==> config.mk <==
export PLATFORM = sky130hd
export DESIGN_NAME = quote_aware_pattern_search
export DESIGN_NICKNAME = d
export VERILOG_FILES = /design/src/rtl/qaps_pkg.sv /design/src/rtl/qaps_front.sv /design/src/rtl/qaps_queue.sv /design/src/rtl/qaps_back.sv /design/src/rtl/quote_aware_pattern_search.sv
export SDC_FILE = /design/constraint.sdc
export NUM_CORES = 1
export LEC_CHECK = 0
export ABC_AREA = 1
export BUFFER_PORTS_ARGS = -buffer_cell sky130_fd_sc_hd__buf_2
export CORE_ASPECT_RATIO = 1.2
export CORE_MARGIN = 5
export CORE_UTILIZATION = 45
export CTS_CLUSTER_DIAMETER = 80
export DETAILED_ROUTE_END_ITERATION = 10
export PLACE_DENSITY_LB_ADDON = 0.15
export SLEW_MARGIN = 10
export SYNTH_ARGS = -nofsm -noshare
export SYNTH_HDL_FRONTEND = slang
export SYNTH_HIERARCHICAL = 1
export SYNTH_SLANG_ARGS = --single-unit
==> constraint.sdc <==
create_clock -name clk -period 9.4 [get_ports clk]
set_clock_uncertainty 0.1 [all_clocks]
set_input_delay 0.94 -clock clk [delete_from_list [all_inputs] [get_ports clk]]
set_output_delay 0.94 -clock clk [all_outputs]
set_load 0.01 [all_outputs]
==> src/rtl/qaps_pkg.sv <==
// Shared types, constants and helpers for the quote-aware pattern search.
// No dependencies; imported by every module of the block.
package qaps_pkg;

  localparam logic [7:0] CH_BSLASH = 8'h5C;
  localparam logic [7:0] CH_DQUOTE = 8'h22;
  localparam logic [7:0] CH_SQUOTE = 8'h27;
  localparam logic [7:0] CH_BTICK  = 8'h60;

  // Configuration register indexes
  localparam logic REG_PATTERN_CHARS = 1'b0;
  localparam logic REG_PATTERN_LEN   = 1'b1;

  localparam int CFG_DATA_BITS = 64;

  // Depth of the queue between classifier and matcher
  localparam int QUEUE_DEPTH = 4;

  // One classified byte on its way to the matcher
  typedef struct packed {
    logic [7:0] ch;
    logic       elig;
    logic       last;
  } qaps_item_t;

  function automatic logic [7:0] fold_case(input logic [7:0] c);
    if (c >= 8'h61 && c <= 8'h7A) begin
      return c - 8'h20;
    end
    return c;
  endfunction

endpackage

==> src/rtl/qaps_front.sv <==
// Front end: accepts text bytes and tracks quote and escape state.
// Marks each byte that may start a match; uses qaps_pkg.
module qaps_front
  import qaps_pkg::*;
(
  input  logic       clk,
  input  logic       rst,
  input  logic       in_valid,
  input  logic [7:0] ch,
  input  logic       last,
  input  logic       q_full,
  output logic       push,
  output qaps_item_t item
);

  logic [7:0] open_quote;
  logic [7:0] open_quote_next;
  logic       escape_pending;
  logic       escape_pending_next;
  logic       elig;

  assign push = in_valid && !q_full;

  always_comb begin
    open_quote_next     = open_quote;
    escape_pending_next = escape_pending;
    elig                = 1'b0;
    if (ch == open_quote) begin
      if (escape_pending) begin
        escape_pending_next = 1'b0;
      end else begin
        open_quote_next = 8'h00;
      end
    end else if (open_quote != 8'h00) begin
      escape_pending_next = !escape_pending && (ch == CH_BSLASH);
    end else if (ch == CH_DQUOTE || ch == CH_SQUOTE || ch == CH_BTICK) begin
      open_quote_next = ch;
    end else begin
      elig = 1'b1;
    end
    // end of string: drop quote state
    if (last) begin
      open_quote_next     = 8'h00;
      escape_pending_next = 1'b0;
    end
  end

  assign item = '{ch: ch, elig: elig, last: last};

  always_ff @(posedge clk) begin
    if (rst) begin
      open_quote     <= 8'h00;
      escape_pending <= 1'b0;
    end else if (push) begin
      open_quote     <= open_quote_next;
      escape_pending <= escape_pending_next;
    end
  end

endmodule

==> src/rtl/qaps_queue.sv <==
// Short queue of classified bytes between front end and matcher.
// Depth from qaps_pkg::QUEUE_DEPTH; uses qaps_pkg.
module qaps_queue
  import qaps_pkg::*;
(
  input  logic       clk,
  input  logic       rst,
  input  logic       push,
  input  qaps_item_t push_item,
  input  logic       pop,
  output logic       full,
  output logic       not_empty,
  output qaps_item_t head
);

  localparam int PTR_W = (QUEUE_DEPTH > 1) ? $clog2(QUEUE_DEPTH) : 1;
  localparam int CNT_W = $clog2(QUEUE_DEPTH + 1);

  qaps_item_t       entries [QUEUE_DEPTH];
  logic [PTR_W-1:0] wr_ptr;
  logic [PTR_W-1:0] rd_ptr;
  logic [CNT_W-1:0] count;

  assign full      = (count == CNT_W'(QUEUE_DEPTH));
  assign not_empty = (count != '0);
  assign head      = entries[rd_ptr];

  always_ff @(posedge clk) begin
    if (push) begin
      entries[wr_ptr] <= push_item;
    end
  end

  always_ff @(posedge clk) begin
    if (rst) begin
      wr_ptr <= '0;
      rd_ptr <= '0;
      count  <= '0;
    end else begin
      if (push) begin
        wr_ptr <= (wr_ptr == PTR_W'(QUEUE_DEPTH - 1)) ? '0 : wr_ptr + 1'b1;
      end
      if (pop) begin
        rd_ptr <= (rd_ptr == PTR_W'(QUEUE_DEPTH - 1)) ? '0 : rd_ptr + 1'b1;
      end
      if (push && !pop) begin
        count <= count + 1'b1;
      end else if (pop && !push) begin
        count <= count - 1'b1;
      end
    end
  end

endmodule

==> src/rtl/qaps_back.sv <==
// Matcher: byte window, start marks, position count and result register.
// Holds the pattern registers; uses qaps_pkg.
module qaps_back
  import qaps_pkg::*;
#(
  parameter int MAX_PATTERN   = 8,
  parameter int POSITION_BITS = 16
) (
  input  logic                     clk,
  input  logic                     rst,
  input  logic                     cfg_we,
  input  logic                     cfg_index,
  input  logic [CFG_DATA_BITS-1:0] cfg_data,
  input  logic                     q_valid,
  input  qaps_item_t               q_item,
  output logic                     q_pop,
  output logic                     out_valid,
  input  logic                     out_ready,
  output logic                     found,
  output logic [15:0]              position
);

  localparam int IDX_W = (MAX_PATTERN > 1) ? $clog2(MAX_PATTERN) : 1;
  localparam int CNT_W = POSITION_BITS + 1;
  localparam logic [CNT_W-1:0] POS_LIMIT = {1'b0, {POSITION_BITS{1'b1}}};
  localparam logic [CNT_W-1:0] IDX_LIMIT = POS_LIMIT + CNT_W'(MAX_PATTERN);

  logic [MAX_PATTERN-1:0][7:0] pattern;
  logic [IDX_W-1:0]            len_m1;

  logic [7:0]             win [MAX_PATTERN];
  logic [7:0]             win_next [MAX_PATTERN];
  logic [MAX_PATTERN-1:0] start_eligible;
  logic [MAX_PATTERN-1:0] start_eligible_next;
  logic [CNT_W-1:0]       byte_count;
  logic [CNT_W-1:0]       byte_count_next;
  logic                   match_done;

  logic                   hit;
  logic                   res_valid;
  logic                   res_found;
  logic [CNT_W-1:0]       start_idx;
  logic [CNT_W-1:0]       res_pos;
  logic [CNT_W+15:0]      res_pos_ext;
  logic [IDX_W-1:0]       pidx;

  // Configuration: clamp length once, at write time
  always_ff @(posedge clk) begin
    if (rst) begin
      pattern <= '0;
      len_m1  <= '0;
    end else if (cfg_we) begin
      unique case (cfg_index)
        REG_PATTERN_CHARS: pattern <= cfg_data[8*MAX_PATTERN-1:0];
        REG_PATTERN_LEN: begin
          if (cfg_data[3:0] == 4'd0) begin
            len_m1 <= '0;
          end else if (cfg_data[3:0] > 4'(MAX_PATTERN)) begin
            len_m1 <= IDX_W'(MAX_PATTERN - 1);
          end else begin
            len_m1 <= IDX_W'(cfg_data[3:0] - 4'd1);
          end
        end
        default: ;
      endcase
    end
  end

  assign q_pop = q_valid && (!out_valid || out_ready);

  always_comb begin
    win_next[0]            = q_item.ch;
    start_eligible_next[0] = q_item.elig;
    for (int k = 1; k < MAX_PATTERN; k++) begin
      win_next[k]            = win[k-1];
      start_eligible_next[k] = start_eligible[k-1];
    end
  end

  // Lane j of the window meets pattern byte len_m1 - j
  always_comb begin
    hit = start_eligible_next[len_m1];
    pidx = '0;
    for (int j = 0; j < MAX_PATTERN; j++) begin
      pidx = len_m1 - IDX_W'(j);
      if (IDX_W'(j) <= len_m1) begin
        if (fold_case(win_next[j]) != fold_case(pattern[pidx])) begin
          hit = 1'b0;
        end
      end
    end
  end

  always_comb begin
    byte_count_next = (byte_count < IDX_LIMIT) ? byte_count + 1'b1 : byte_count;
    start_idx       = byte_count - CNT_W'(len_m1);
    res_valid       = 1'b0;
    res_found       = 1'b0;
    res_pos         = '0;
    if (!match_done) begin
      if (hit) begin
        res_valid = 1'b1;
        res_found = 1'b1;
        res_pos   = (start_idx > POS_LIMIT) ? POS_LIMIT : start_idx;
      end else if (q_item.last) begin
        res_valid = 1'b1;
        res_pos   = (byte_count_next > POS_LIMIT) ? POS_LIMIT : byte_count_next;
      end
    end
    res_pos_ext = {16'h0000, res_pos};
  end

  always_ff @(posedge clk) begin
    if (q_pop && !match_done && !q_item.last) begin
      for (int k = 0; k < MAX_PATTERN; k++) begin
        win[k] <= win_next[k];
      end
    end
  end

  always_ff @(posedge clk) begin
    if (rst) begin
      start_eligible <= '0;
      byte_count     <= '0;
      match_done     <= 1'b0;
    end else if (q_pop) begin
      if (q_item.last) begin
        start_eligible <= '0;
        byte_count     <= '0;
        match_done     <= 1'b0;
      end else if (!match_done) begin
        start_eligible <= start_eligible_next;
        byte_count     <= byte_count_next;
        match_done     <= hit;
      end
    end
  end

  // Result register: parts matcher from the output handshake
  always_ff @(posedge clk) begin
    if (rst) begin
      out_valid <= 1'b0;
    end else if (q_pop && res_valid) begin
      out_valid <= 1'b1;
    end else if (out_ready) begin
      out_valid <= 1'b0;
    end
  end

  always_ff @(posedge clk) begin
    if (q_pop && res_valid) begin
      found    <= res_found;
      position <= res_pos_ext[15:0];
    end
  end

endmodule

==> src/rtl/quote_aware_pattern_search.sv <==
// Top level of the quote-aware, case-insensitive pattern search.
// Joins qaps_front, qaps_queue and qaps_back; uses qaps_pkg.
//
//  channel | handshake            | payload
//  --------+----------------------+-------------------------------
//  in      | in_valid / in_ready  | ch[7:0], last
//  out     | out_valid / out_ready| found, position[15:0]
//  cfg     | cfg_we               | cfg_index, cfg_data[63:0]
//
// One byte per cycle sustained while the output is not stalled; a result is
// registered after its byte's transfer (queue slot, then the result register).
// Rate is set by the combinational window compare in the matcher.
// Reset clears quote state, queue, window marks and the result valid flag.
// A stalled output fills the queue; in_ready drops when the queue is full.
module quote_aware_pattern_search
  import qaps_pkg::*;
#(
  parameter int MAX_PATTERN   = 8,
  parameter int POSITION_BITS = 16
) (
  input  logic                     clk,
  input  logic                     rst,
  input  logic                     in_valid,
  output logic                     in_ready,
  input  logic [7:0]               ch,
  input  logic                     last,
  output logic                     out_valid,
  input  logic                     out_ready,
  output logic                     found,
  output logic [15:0]              position,
  input  logic                     cfg_we,
  input  logic                     cfg_index,
  input  logic [CFG_DATA_BITS-1:0] cfg_data
);

  logic       push;
  logic       q_full;
  logic       q_valid;
  logic       q_pop;
  qaps_item_t push_item;
  qaps_item_t q_item;

  assign in_ready = !q_full;

  qaps_front u_front (
    .clk      (clk),
    .rst      (rst),
    .in_valid (in_valid),
    .ch       (ch),
    .last     (last),
    .q_full   (q_full),
    .push     (push),
    .item     (push_item)
  );

  qaps_queue u_queue (
    .clk       (clk),
    .rst       (rst),
    .push      (push),
    .push_item (push_item),
    .pop       (q_pop),
    .full      (q_full),
    .not_empty (q_valid),
    .head      (q_item)
  );

  qaps_back #(
    .MAX_PATTERN   (MAX_PATTERN),
    .POSITION_BITS (POSITION_BITS)
  ) u_back (
    .clk       (clk),
    .rst       (rst),
    .cfg_we    (cfg_we),
    .cfg_index (cfg_index),
    .cfg_data  (cfg_data),
    .q_valid   (q_valid),
    .q_item    (q_item),
    .q_pop     (q_pop),
    .out_valid (out_valid),
    .out_ready (out_ready),
    .found     (found),
    .position  (position)
  );

  a_reset_idle: assert property (@(posedge clk) rst |=> !out_valid)
    else $error("result valid right after reset");

  a_accept_queued: assert property (@(posedge clk) disable iff (rst)
    (in_valid && in_ready) |=> q_valid)
    else $error("accepted byte missing from queue");

  a_full_not_empty: assert property (@(posedge clk) disable iff (rst)
    !in_ready |-> q_valid)
    else $error("queue full and empty at once");

  a_pop_needs_room: assert property (@(posedge clk) disable iff (rst)
    q_pop |-> (q_valid && (!out_valid || out_ready)))
    else $error("matcher advanced without room for a result");

endmodule
==> results of run 1 <==
-- report_power, final --
group,internal (uW),switching [uW],leakage (uW)
Combinational,446,957,0.00499
Clock,605,390,0.000398
Sequential,1340,202,0.00197
-- registers in the layout, summed over array words and instances, names as in the netlist, named ones only --
| name | flops |
|---|---|
| u_queue/rd_ptr | 2 |
| u_back/position | 16 |
| u_back/len_m1 | 3 |
| u_back/pattern | 64 |
| u_back/out_valid | 1 |
| u_back/win | 56 |
| u_front/escape_pending | 1 |
| u_back/match_done | 1 |
| u_back/start_eligible | 7 |
| u_queue/entries | 40 |
| u_queue/count | 3 |
| u_back/byte_count | 17 |
| u_queue/wr_ptr | 2 |
| u_front/open_quote | 8 |
| u_back/found | 1 |
-- metal layers --
metal  vias to the layer above  global-route usage  routed length, um
met2                       309              0.4200              21590
met1                      6356              0.2747              17360
li1                       6913                   -                  -
met3                        76             0.02514               1578
met5                         -                   0                  0
met4                         0              0.1079               2132
-- layout make-up --
class	instances	area, um2	area share
Clock buffer	27	611.8	0.03832
Sequential cell	224	5617	0.3518
Tap cell	407	509.2	0.03190
Timing Repair Buffer	108	568.0	0.03558
Multi-Input combinational cell	1585	7740	0.4848
Clock inverter	17	216.5	0.01356
Inverter	186	703.2	0.04404
-- cell usage after synthesis (7+ instances only) --
cell type	n
o21bai_1	7
nand4_1	36
nor2_2	11
nor2_1	231
nand2_2	13
dfxtp_1	111
edfxtp_1	113
buf_6	13
nand3_2	12
nand2_1	651
clkbuf_1	36
o22ai_1	11
inv_1	173
nand3_1	237
o21ai_0	91
buf_4	14
ha_1	38
nand3b_1	8
xnor2_1	10
buf_2	30
nor3_1	25
inv_2	11
o21ai_1	38
xor2_1	52
a21oi_1	72
-- worst max-delay path: stages, from the launching register on --
cell,delay [ps]
dfxtp_2,350
buf_4,630
ha_1,300
ha_1,570
inv_1,440
o21ai_1,360
nand2_1,100
nor2_2,190
nand3_2,130
nor2_1,100
nand2_1,50
nand2_1,70
nand3_1,80
nand2_1,60
nand3_1,80
nor2_2,170
nand2_4,170
nand2_1,100
nand2_1,80
inv_1,510
-- path summary, 6_finish.rpt --
kind / slack, ps / startpoint / endpoint / cells past startpoint
worst max-delay path: 4250 / u_back/len_m1[0] / u_back/position[8] / 19
worst min-delay path: 350 / u_front/open_quote[4] / u_front/open_quote[4] / 2
worst max register to register: 4250 / u_back/len_m1[0] / u_back/position[8] / 19
worst min register to register: 350 / u_front/open_quote[4] / u_front/open_quote[4] / 2
-- metrics by stage --
step | setup slack [ps] | cell area [um2] | util
2_1_floorplan | 5581 | 14600 | -
3_3_place_gp | 4438 | 15140 | 0.4707
3_5_place_dp | 4348 | 15140 | 0.4707
4_1_cts | 4311 | 15970 | 0.4964
5_1_grt | 3738 | 15970 | 0.4964
6_report | 4252 | 15970 | 0.4964
-- cells by family (layout without fill, tap and decap cells) --
kind of cell,count (synthesis),in the layout
XOR/XNOR,63,63
flip-flops,224,224
buffers and inverters,282,338
adder cells (fa/ha/maj),40,40
AO/OA/AOI/OAI,236,236
AND/OR/NAND/NOR,1246,1246
==> flow_summary_export.csv, run 1 <==
group,metric,value,unit
timing,hold_violations,0,
timing,drv_slew,0,
finish,fill_cells,3239,
clock_tree,clockBufferDepth,3,
worst_setup_path,worst_ep_required_time,9450,ps
finish,mostFrequentLayoutCells,"nand2_1 (651), nand3_1 (237), nor2_1 (229)",
floorplanning,dieArea,36150,um2
synthesis,yosys.area_share.simple,0.3689,
synthesis,synth_mux_area_frac,0,
synthesis,synth_cell_types,49,
synthesis,synth-compound-area-share,0.08666,
floorplanning,io_pins,98,
floorplanning,rows,72,
synthesis,synth.area.top_cells,"edfxtp_1 (23%), nand2_1 (17%), dfxtp_1 (15%), nand3_1 (8.1%), nor2_1 (5.9%)",
global_routing,grt_antenna_before_repair,0,
timing,tns,0,ps
clock_tree,cts_made_buffers,24,
synthesis,synth_xor_area_frac,0.03832,
synthesis,avgSynthCellArea,6.981,um2
global_routing,grt_pass1_vias,13020,
clock_tree,post_cts_buffers,0,
synthesis,synth-adder-area-share,0.03532,
clock_tree,htreeDepth,1,
finish,area_growth,9.378,%
finish,nNetsFinal,2248,
routing,vias,13650,
global_routing,grt_pass1_wl,68800,um
routing,drc_errors,0,
synthesis,syn_area,14600,um2
timing,setup_viol,0,
floorplanning,initial_core_util,0.4539,
power_and_ir_drop,leakagePower,0.007356,uW
flow_run,max_cap_viol_count,0,
finish,fin_cells,2554,
clock_tree,clk_latency,540,ps
clock_tree,tritoncts,"done",
worst_hold_path,hold_class,"reg -> reg",
routing,wirelength,42660,um
worst_setup_path,cp-end-kind,"flip-flop",
timing,holdWs,351.6,ps
power_and_ir_drop,power,3936,uW
clock_tree,cts_resized,0,
routing,wl_per_cell,16.70,um
finish,diodes,0,
floorplanning,dieHeight,207.3,um
timing,fmax,0.1943,GHz
timing,worst_slew_pin_slew,881.5,ps
finish,drive_gt1_frac,0.09967,
clock_tree,clock-root-buffer,"clkbuf_16",
placement,portBuffers,97,
routing,dr.pass1.iters,5,
worst_setup_path,crit_fanout,79,
synthesis,ys_seq_area_frac,0.3847,
clock_tree,clock-sinks,224,
synthesis,yosysWarnings,6,
synthesis,ys.flop_type,"edfxtp_1",
routing,via_per_inst,5.346,
placement,dp_cells,2510,
routing,ant_nets,0,
floorplanning,die_w,174.4,um
routing,first_iter_violations,1050,
floorplanning,core_area,32160,um2
timing,period_needed,5148,ps
synthesis,synth_top_family_by_area,"simple AND/OR/NAND/NOR gates",
synthesis,synth_top_cell_area_share,0.2325,
synthesis,yosys.area.top_type,"edfxtp_1",
worst_setup_path,worst-setup-path-type,"reg -> reg",
timing,relSlewSlack,0.4123,
timing,timing.final.crit_share,0.5476,
synthesis,async_flop_share,0,
worst_setup_path,critPathLaunchType,"flip-flop",
run_status,status,"completed",
power_and_ir_drop,cellPowerDensity,246.5,nW/um2
synthesis,syn-num-nets,2210,
placement,hpwl,32470,um
synthesis,ys_ff_latch,224,
worst_setup_path,cp_data_arrival_time,5200,ps
power_and_ir_drop,peakVddDrop,0.1567,mV
synthesis,synthCells,2091,
global_routing,grt_overflow,0,
clock_tree,path_clk_slew,60,ps
finish,final_common_cell,"nand2_1",
placement,gp_congestion,0.9712,
timing,grt_setup_unrepaired,"no",
synthesis,synth_edf_count,113,
global_routing,grtUsageTotal,0.2323,
clock_tree,hold_buffers,0,
global_routing,grt_max_degree,80,
No activity file was read; power rests on OpenSTA's default activity.
==> inputs of run 2 (changes only) <==
--- a/config.mk
+++ b/config.mk
@@ -5,7 +5,7 @@
 export SDC_FILE = /design/constraint.sdc
 export NUM_CORES = 1
 export LEC_CHECK = 0
-export ABC_AREA = 1
+export ABC_AREA = 0
 export BUFFER_PORTS_ARGS = -buffer_cell sky130_fd_sc_hd__buf_2
 export CORE_ASPECT_RATIO = 1.2
 export CORE_MARGIN = 5
==> constraint.sdc (replaced) <==
create_clock -name clk -period 4.89 [get_ports clk]
set_clock_uncertainty 0.1 [all_clocks]
set_input_delay 0.489 -clock clk [delete_from_list [all_inputs] [get_ports clk]]
set_output_delay 0.489 -clock clk [all_outputs]
set_load 0.01 [all_outputs]
==> run 2 against run 1 <==
Net effect:
- utilization up 1.1 points
- count of clock-buffer cells in the layout is 2 higher
- total power rose by 90%
- sequential cell count unchanged
- global-route usage is 1.0 points higher
- maximum frequency increased by 10%
- largest cell class unchanged
- highest routed layer is now met5
==> flow_summary_export.csv, run 2 <==
group,metric,value,unit
finish,drive_gt1_frac,0.2315,
worst_hold_path,hold_end,"u_back/pattern[36]",
timing,relSlewSlack,0.2290,
synthesis,ys_ff_latch,224,
global_routing,grt_overflow,0,
synthesis,synth_top_cell_area_share,0.2098,
synthesis,syn_area,16180,um2
worst_setup_path,crit_path_frequent_cell,"buf_12",
worst_setup_path,worst_ep_required_time,5000,ps
routing,wl_per_cell,22.86,um
worst_setup_path,max_stage_delay,540,ps
synthesis,avgSynthCellArea,10.05,um2
worst_setup_path,crit_path_cell_trace,"ha_1 > ha_2 > buf_12 > mux4_2 > mux2i_1 > o21ai_0 > or2_2 > a41oi_1 > xnor2_1 > a31o_2 > and2_1 > and4_1 > buf_12 > o211a_4",
synthesis,syn-num-nets,1728,
synthesis,synth_common_cells,"nand2_1 (184), a21oi_1 (143), edfxtp_1 (113)",
clock_tree,clk_latency,530,ps
clock_tree,clock-root-buffer,"clkbuf_16",
timing,fmax,0.2136,GHz
finish,final_common_cell,"nand2_1",
worst_hold_path,hp-start,"cfg_data[36]",
run_status,status,"completed",
floorplanning,io_pins,98,
synthesis,yosysMostFrequentCell,"nand2_1",
timing,tns,0,ps
clock_tree,tritoncts,"done",
routing,wirelength,49210,um
power_and_ir_drop,peakVddDrop,0.2764,mV
synthesis,async_flop_share,0,
finish,reg.largest.list,"u_back/pattern x64, u_back/win x56, u_queue/entries x40",
finish,top_register,"u_back/pattern",
floorplanning,dieArea,39850,um2
synthesis,synth_cell_types,90,
floorplanning,rows,76,
placement,gp_congestion,0.9457,
worst_hold_path,hold_class,"in -> reg",
worst_setup_path,critPathLaunchType,"flip-flop",
synthesis,yosysWarnings,6,
timing,period_needed,4681,ps
floorplanning,dieHeight,217.7,um
routing,drc_errors,0,
placement,hpwl,36700,um
worst_setup_path,cp-end-kind,"flip-flop",
global_routing,grtUsageTotal,0.2425,
timing,drv_slew,0,
worst_setup_path,cpMaxStageDelayCell,"mux4_2",
timing,timing.final.crit_share,0.9572,
timing,holdWs,87.88,ps
placement,portBuffers,97,
timing,worst_slew_pin_slew,1151,ps
global_routing,grt_pass1_wl,76030,um
clock_tree,hold_buffers,0,
clock_tree,clockBufferDepth,3,
routing,ant_nets,0,
finish,mostFrequentLayoutCells,"nand2_1 (184), a21oi_1 (143), edfxtp_1 (113)",
routing,dr.pass1.iters,5,
worst_setup_path,worst-setup-path-type,"reg -> reg",
synthesis,synth.area.top_cells,"edfxtp_1 (21%), mux4_2 (14%), dfxtp_1 (14%), mux2i_1 (6.6%), a21oi_1 (4.4%)",
worst_setup_path,crit_fanout,31,
worst_setup_path,r2r-start,"u_back/len_m1[0]",
synthesis,synth_edf_count,113,
timing,setup_viol,0,
clock_tree,path_clk_slew,60,ps
global_routing,grt_max_degree,68,
flow_run,max_cap_viol_count,0,
clock_tree,clock-sinks,224,
timing,grt_setup_unrepaired,"no",
synthesis,synthCells,1609,
floorplanning,die_w,183.1,um
worst_setup_path,reg2reg_to,"u_back/position[9]",
clock_tree,htreeDepth,1,
worst_setup_path,reg2regPathDepth,14,
floorplanning,initial_core_util,0.4524,
worst_setup_path,cp_data_arrival_time,4790,ps
routing,vias,13230,
timing,hold_violations,0,
worst_setup_path,critPathTopFamily,"compound AO/OA/AOI/OAI gates",
finish,diodes,0,
worst_setup_path,path_buf_inv,2,
clock_tree,cts_made_buffers,25,
global_routing,grt_antenna_before_repair,0,
finish,largest_reg_flops,64,
routing,via_per_inst,6.144,
finish,area_growth,12.05,%
synthesis,yosys.area.top_type,"edfxtp_1",
worst_setup_path,rrSetupSlack,210,ps
global_routing,grt_pass1_vias,12850,
finish,nNetsFinal,1786,
floorplanning,core_area,35750,um2
synthesis,ys_seq_area_frac,0.3472,
synthesis,ys.flop_type,"edfxtp_1",
power_and_ir_drop,cellPowerDensity,412.9,nW/um2
routing,first_iter_violations,1228,
worst_hold_path,worstHoldPathCells,3,
power_and_ir_drop,leakagePower,0.006714,uW
[run 2: cell count changes after synthesis, sizes merged, moves of 20 or more]
cell    delta
clkbuf    +34
nand2    -482
mux4     +103
a21oi     +71
nor3      +26
o21ai    -100
nand4     -22
inv      -138
nor2     -162
nand3    -218
xnor2     +44
nand2b    +20
mux2i    +107
mux2      +32
[run 2: cells by family (layout without fill, tap and decap cells)]
logic type | count (synthesis) | count (layout) | synth area share
simple gates | 501 | 501 | 0.1522
flops | 224 | 224 | 0.3472
xor+xnor | 102 | 102 | 0.05786
fa+ha+maj | 40 | 40 | 0.03187
compound gates | 307 | 307 | 0.1208
buf+inv | 193 | 269 | 0.05724
mux | 242 | 242 | 0.2328
[run 2: repair_timing]
action,in CTS,in global routing
gates resized for setup,0,5
setup endpoints to repair,0,31
setup buffers,0,1
[run 2: worst max path at each step]
stage	start	end	slack, ps	cells past startpoint
after floorplan	u_back/len_m1[0]	u_back/found	9	22
after global placement	u_back/len_m1[1]	u_back/position[13]	260	12
after detailed placement	u_back/len_m1[1]	u_back/position[4]	160	12
after CTS	u_back/len_m1[1]	u_back/position[9]	180	12
after global routing	u_back/len_m1[1]	u_back/position[9]	30	15
final	u_back/len_m1[0]	u_back/position[9]	210	14
[run 2: worst reg2reg max path, cell delays in order, from the launching register on]
cell and delay [ps]:
dfxtp_4 390, ha_1 280, ha_2 370, buf_12 220, mux4_2 560, mux2i_1 380
o21ai_0 150, or2_2 320, a41oi_1 250, xnor2_1 140, a31o_2 250, and2_1 150
and4_1 270, buf_12 190, o211a_4 340
[run 2: where the power goes]
part / total, uW / switching (uW) / internal (uW)
logic: 2660 / 1520 / 1140
registers: 2840 / 368 / 2480
clock network: 1980 / 781 / 1200
total: 7480 / 2670 / 4810
[run 2: stage by stage]
stage	power [uW]	area [um2]	setup WS [ps]	utilization	cells
3_5_place_dp	5535	17230	162.4	0.4818	2107
4_1_cts	7536	18090	182.6	0.5060	2152
6_report	7484	18120	209.2	0.5069	2153
5_1_grt	7905	18120	29.56	0.5069	2153
2_1_floorplan	4714	16220	9.303	-	1609
3_3_place_gp	5478	17230	259.4	0.4818	2107
[run 2: routing by layer]
layer	part of all wire	GRT usage
met5	0.00079	0
met4	0.049	0.1038
met3	0.076	0.04471
met2	0.49	0.4125
met1	0.38	0.3023
[run 2: layout make-up]
type                            count  area, um2
Sequential cell                   224       5624
Fill cell                        3340      17630
Timing Repair Buffer              174       1161
Multi-Input combinational cell   1192       9701
Clock inverter                     16      193.9
Inverter                           50      187.7
Clock buffer                       29      671.9
Tap cell                          468      585.6
==> inputs of run 3 (changes only) <==
--- a/config.mk
+++ b/config.mk
@@ -12,7 +12,7 @@
 export CORE_UTILIZATION = 45
 export CTS_CLUSTER_DIAMETER = 80
 export DETAILED_ROUTE_END_ITERATION = 10
-export PLACE_DENSITY_LB_ADDON = 0.15
+export PLACE_DENSITY = 0.74
 export SLEW_MARGIN = 10
 export SYNTH_ARGS = -nofsm -noshare
 export SYNTH_HDL_FRONTEND = slang
==> run 3 against run 2 <==
Net effect:
- first-iteration DRC count increased by 8.6%
- sequential share of layout area shrank 0.13 points
- global-route usage shrank 1.1 points
- total power fell by 0.18%
- combinational power is 2% higher
- cell area rose by 0.41%
- non-clock buffer count up 2
- die area stayed put
- register-to-register slack got worse by 20 ps
- critical path type unchanged
- largest cell class unchanged
==> flow_summary_export.csv, run 3 (same netlist as run 2, synthesis figures left out) <==
group,metric,value,unit
placement,portBuffers,97,
finish,area_growth,12.51,%
floorplanning,initial_core_util,0.4524,
global_routing,grt_max_degree,82,
timing,setup_viol,0,
power_and_ir_drop,netSwitchingFraction,0.3629,
timing,timing.final.crit_share,0.9606,
finish,reg.largest.list,"u_back/pattern x64, u_back/win x56, u_queue/entries x40",
floorplanning,dieArea,39850,um2
floorplanning,rows,76,
routing,ant_nets,0,
floorplanning,io_pins,98,
clock_tree,htreeDepth,1,
worst_setup_path,reg2regPathDepth,14,
routing,via_per_inst,6.257,
finish,mostFrequentLayoutCells,"nand2_1 (184), a21oi_1 (143), edfxtp_1 (113)",
routing,dr.pass1.iters,6,
placement,hpwl,34950,um
clock_tree,clock-root-buffer,"clkbuf_16",
finish,diodes,0,
worst_setup_path,rrSetupSlack,190,ps
power_and_ir_drop,cellPowerDensity,410.5,nW/um2
flow_run,max_cap_viol_count,0,
clock_tree,cts_made_buffers,24,
worst_setup_path,critPathLaunchType,"flip-flop",
finish,top_register,"u_back/pattern",
floorplanning,core_area,35750,um2
worst_setup_path,reg2reg_to,"u_back/position[7]",
clock_tree,clockBufferDepth,3,
finish,nNetsFinal,1788,
power_and_ir_drop,power_frac_seq,0.382,
floorplanning,die_w,183.1,um
power_and_ir_drop,peakVddDrop,0.3221,mV
global_routing,grt_pass1_vias,13020,
clock_tree,hold_buffers,0,
worst_setup_path,r2r-start,"u_back/len_m1[1]",
worst_setup_path,crit_end,"u_back/position[7]",
global_routing,grtUsageTotal,0.2312,
timing,hold_violations,0,
worst_setup_path,crit_fanout,20,
finish,final_common_cell,"nand2_1",
routing,vias,13480,
power_and_ir_drop,combPwrFrac,0.362,
power_and_ir_drop,p_sw,2711,uW
timing,relSlewSlack,0.2086,
power_and_ir_drop,clkPwrFrac,0.256,
worst_setup_path,cp-end-kind,"flip-flop",
worst_hold_path,hold_class,"in -> reg",
timing,grt_setup_unrepaired,"no",
timing,fmax,0.2129,GHz
finish,largest_reg_flops,64,
run_status,status,"completed",
global_routing,grt_antenna_before_repair,0,
finish,drive_gt1_frac,0.2341,
timing,period_needed,4697,ps
power_and_ir_drop,intPower,4760,uW
timing,worst_slew_pin_slew,1181,ps
clock_tree,tritoncts,"done",
routing,first_iter_violations,1334,
timing,drv_slew,0,
routing,drc_errors,0,
clock_tree,clk_latency,550,ps
worst_setup_path,worst_ep_required_time,5090,ps
worst_setup_path,critPathLaunch,"u_back/len_m1[1]",
clock_tree,clock-sinks,224,
routing,wl_per_cell,22.10,um
worst_setup_path,cp_data_arrival_time,4890,ps
floorplanning,dieHeight,217.7,um
placement,gp_congestion,1.041,
power_and_ir_drop,power,7470,uW
power_and_ir_drop,leakagePower,0.006753,uW
timing,tns,0,ps
global_routing,grt_overflow,0,
global_routing,grt_pass1_wl,73660,um
clock_tree,path_clk_slew,70,ps
routing,wirelength,47630,um
worst_setup_path,worst-setup-path-type,"reg -> reg",
-- run 3: how the worst min path moves through the flow --
| stage | start | end | slack, ps | depth (start not counted) |
|---|---|---|---|---|
| after floorplan | u_back/win[4][7] | u_back/win[5][7] | 340 | 0 |
| after detailed placement | u_back/win[0][7] | u_back/win[1][7] | 370 | 0 |
| after global routing | cfg_data[58] | u_back/pattern[58] | 70 | 3 |
| after global placement | u_back/start_eligible[6] | u_back/start_eligible[6] | 370 | 2 |
| final | cfg_data[44] | u_back/pattern[44] | 80 | 3 |
| after CTS | cfg_data[27] | u_back/pattern[27] | 60 | 3 |
-- run 3: final cells by class --
type / instances / area, um2
multi-input cells: 1193 / 9761
clock inverters: 11 / 127.6
clock buffers: 33 / 719.4
fillers: 3244 / 17560
flip-flops and latches: 224 / 5624
inverters: 50 / 187.7
repair buffers: 176 / 1194
well taps: 468 / 585.6
-- run 3: power groups by stage --
stage | combinational (uW) | clock [uW] | sequential (uW)
after global placement | 2560 | 0 | 2880
final | 2710 | 1910 | 2850
after floorplan | 1960 | 0 | 2760
after global routing | 2950 | 2030 | 2900
after CTS | 2660 | 1950 | 2860
after detailed placement | 2630 | 0 | 2890
-- run 3: per-stage QoR --
step,util,cells,hold slack (ps),cell area (um2),setup slack (ps)
after floorplan,-,1609,341.3,16220,9.303
after global placement,0.4822,2109,372.8,17240,-225.4
after detailed placement,0.4822,2109,371.0,17240,-184.5
after CTS,0.5064,2153,57.65,18100,14.41
after global routing,0.5090,2155,71.64,18200,54.31
final,0.5090,2155,78.22,18200,192.7
-- run 3: repair_timing --
| item | in CTS | in global routing |
|---|---|---|
| resized for setup | 3 | 12 |
| endpoints found under the setup margin | 32 | 34 |
| cloned | 0 | 2 |
| buffers inserted | 0 | 0 |
-- run 3: layer usage --
layer	vias up	share of wire	GRT usage
met5	-	0	0
met4	0	0.059	0.1187
met3	181	0.088	0.05022
met2	684	0.47	0.3758
met1	6523	0.38	0.2902
li1	6096	-	-
-- run 3: critical path, stage by stage (launching register included) --
cell	delay (ps)
dfxtp_4	370
inv_2	80
ha_4	320
buf_12	160
inv_1	120
or4_1	510
a311o_1	340
o211a_2	180
a2111oi_2	360
and4b_1	230
o41a_1	420
a2111oi_1	380
and4_2	320
buf_12	180
mux2_2	350
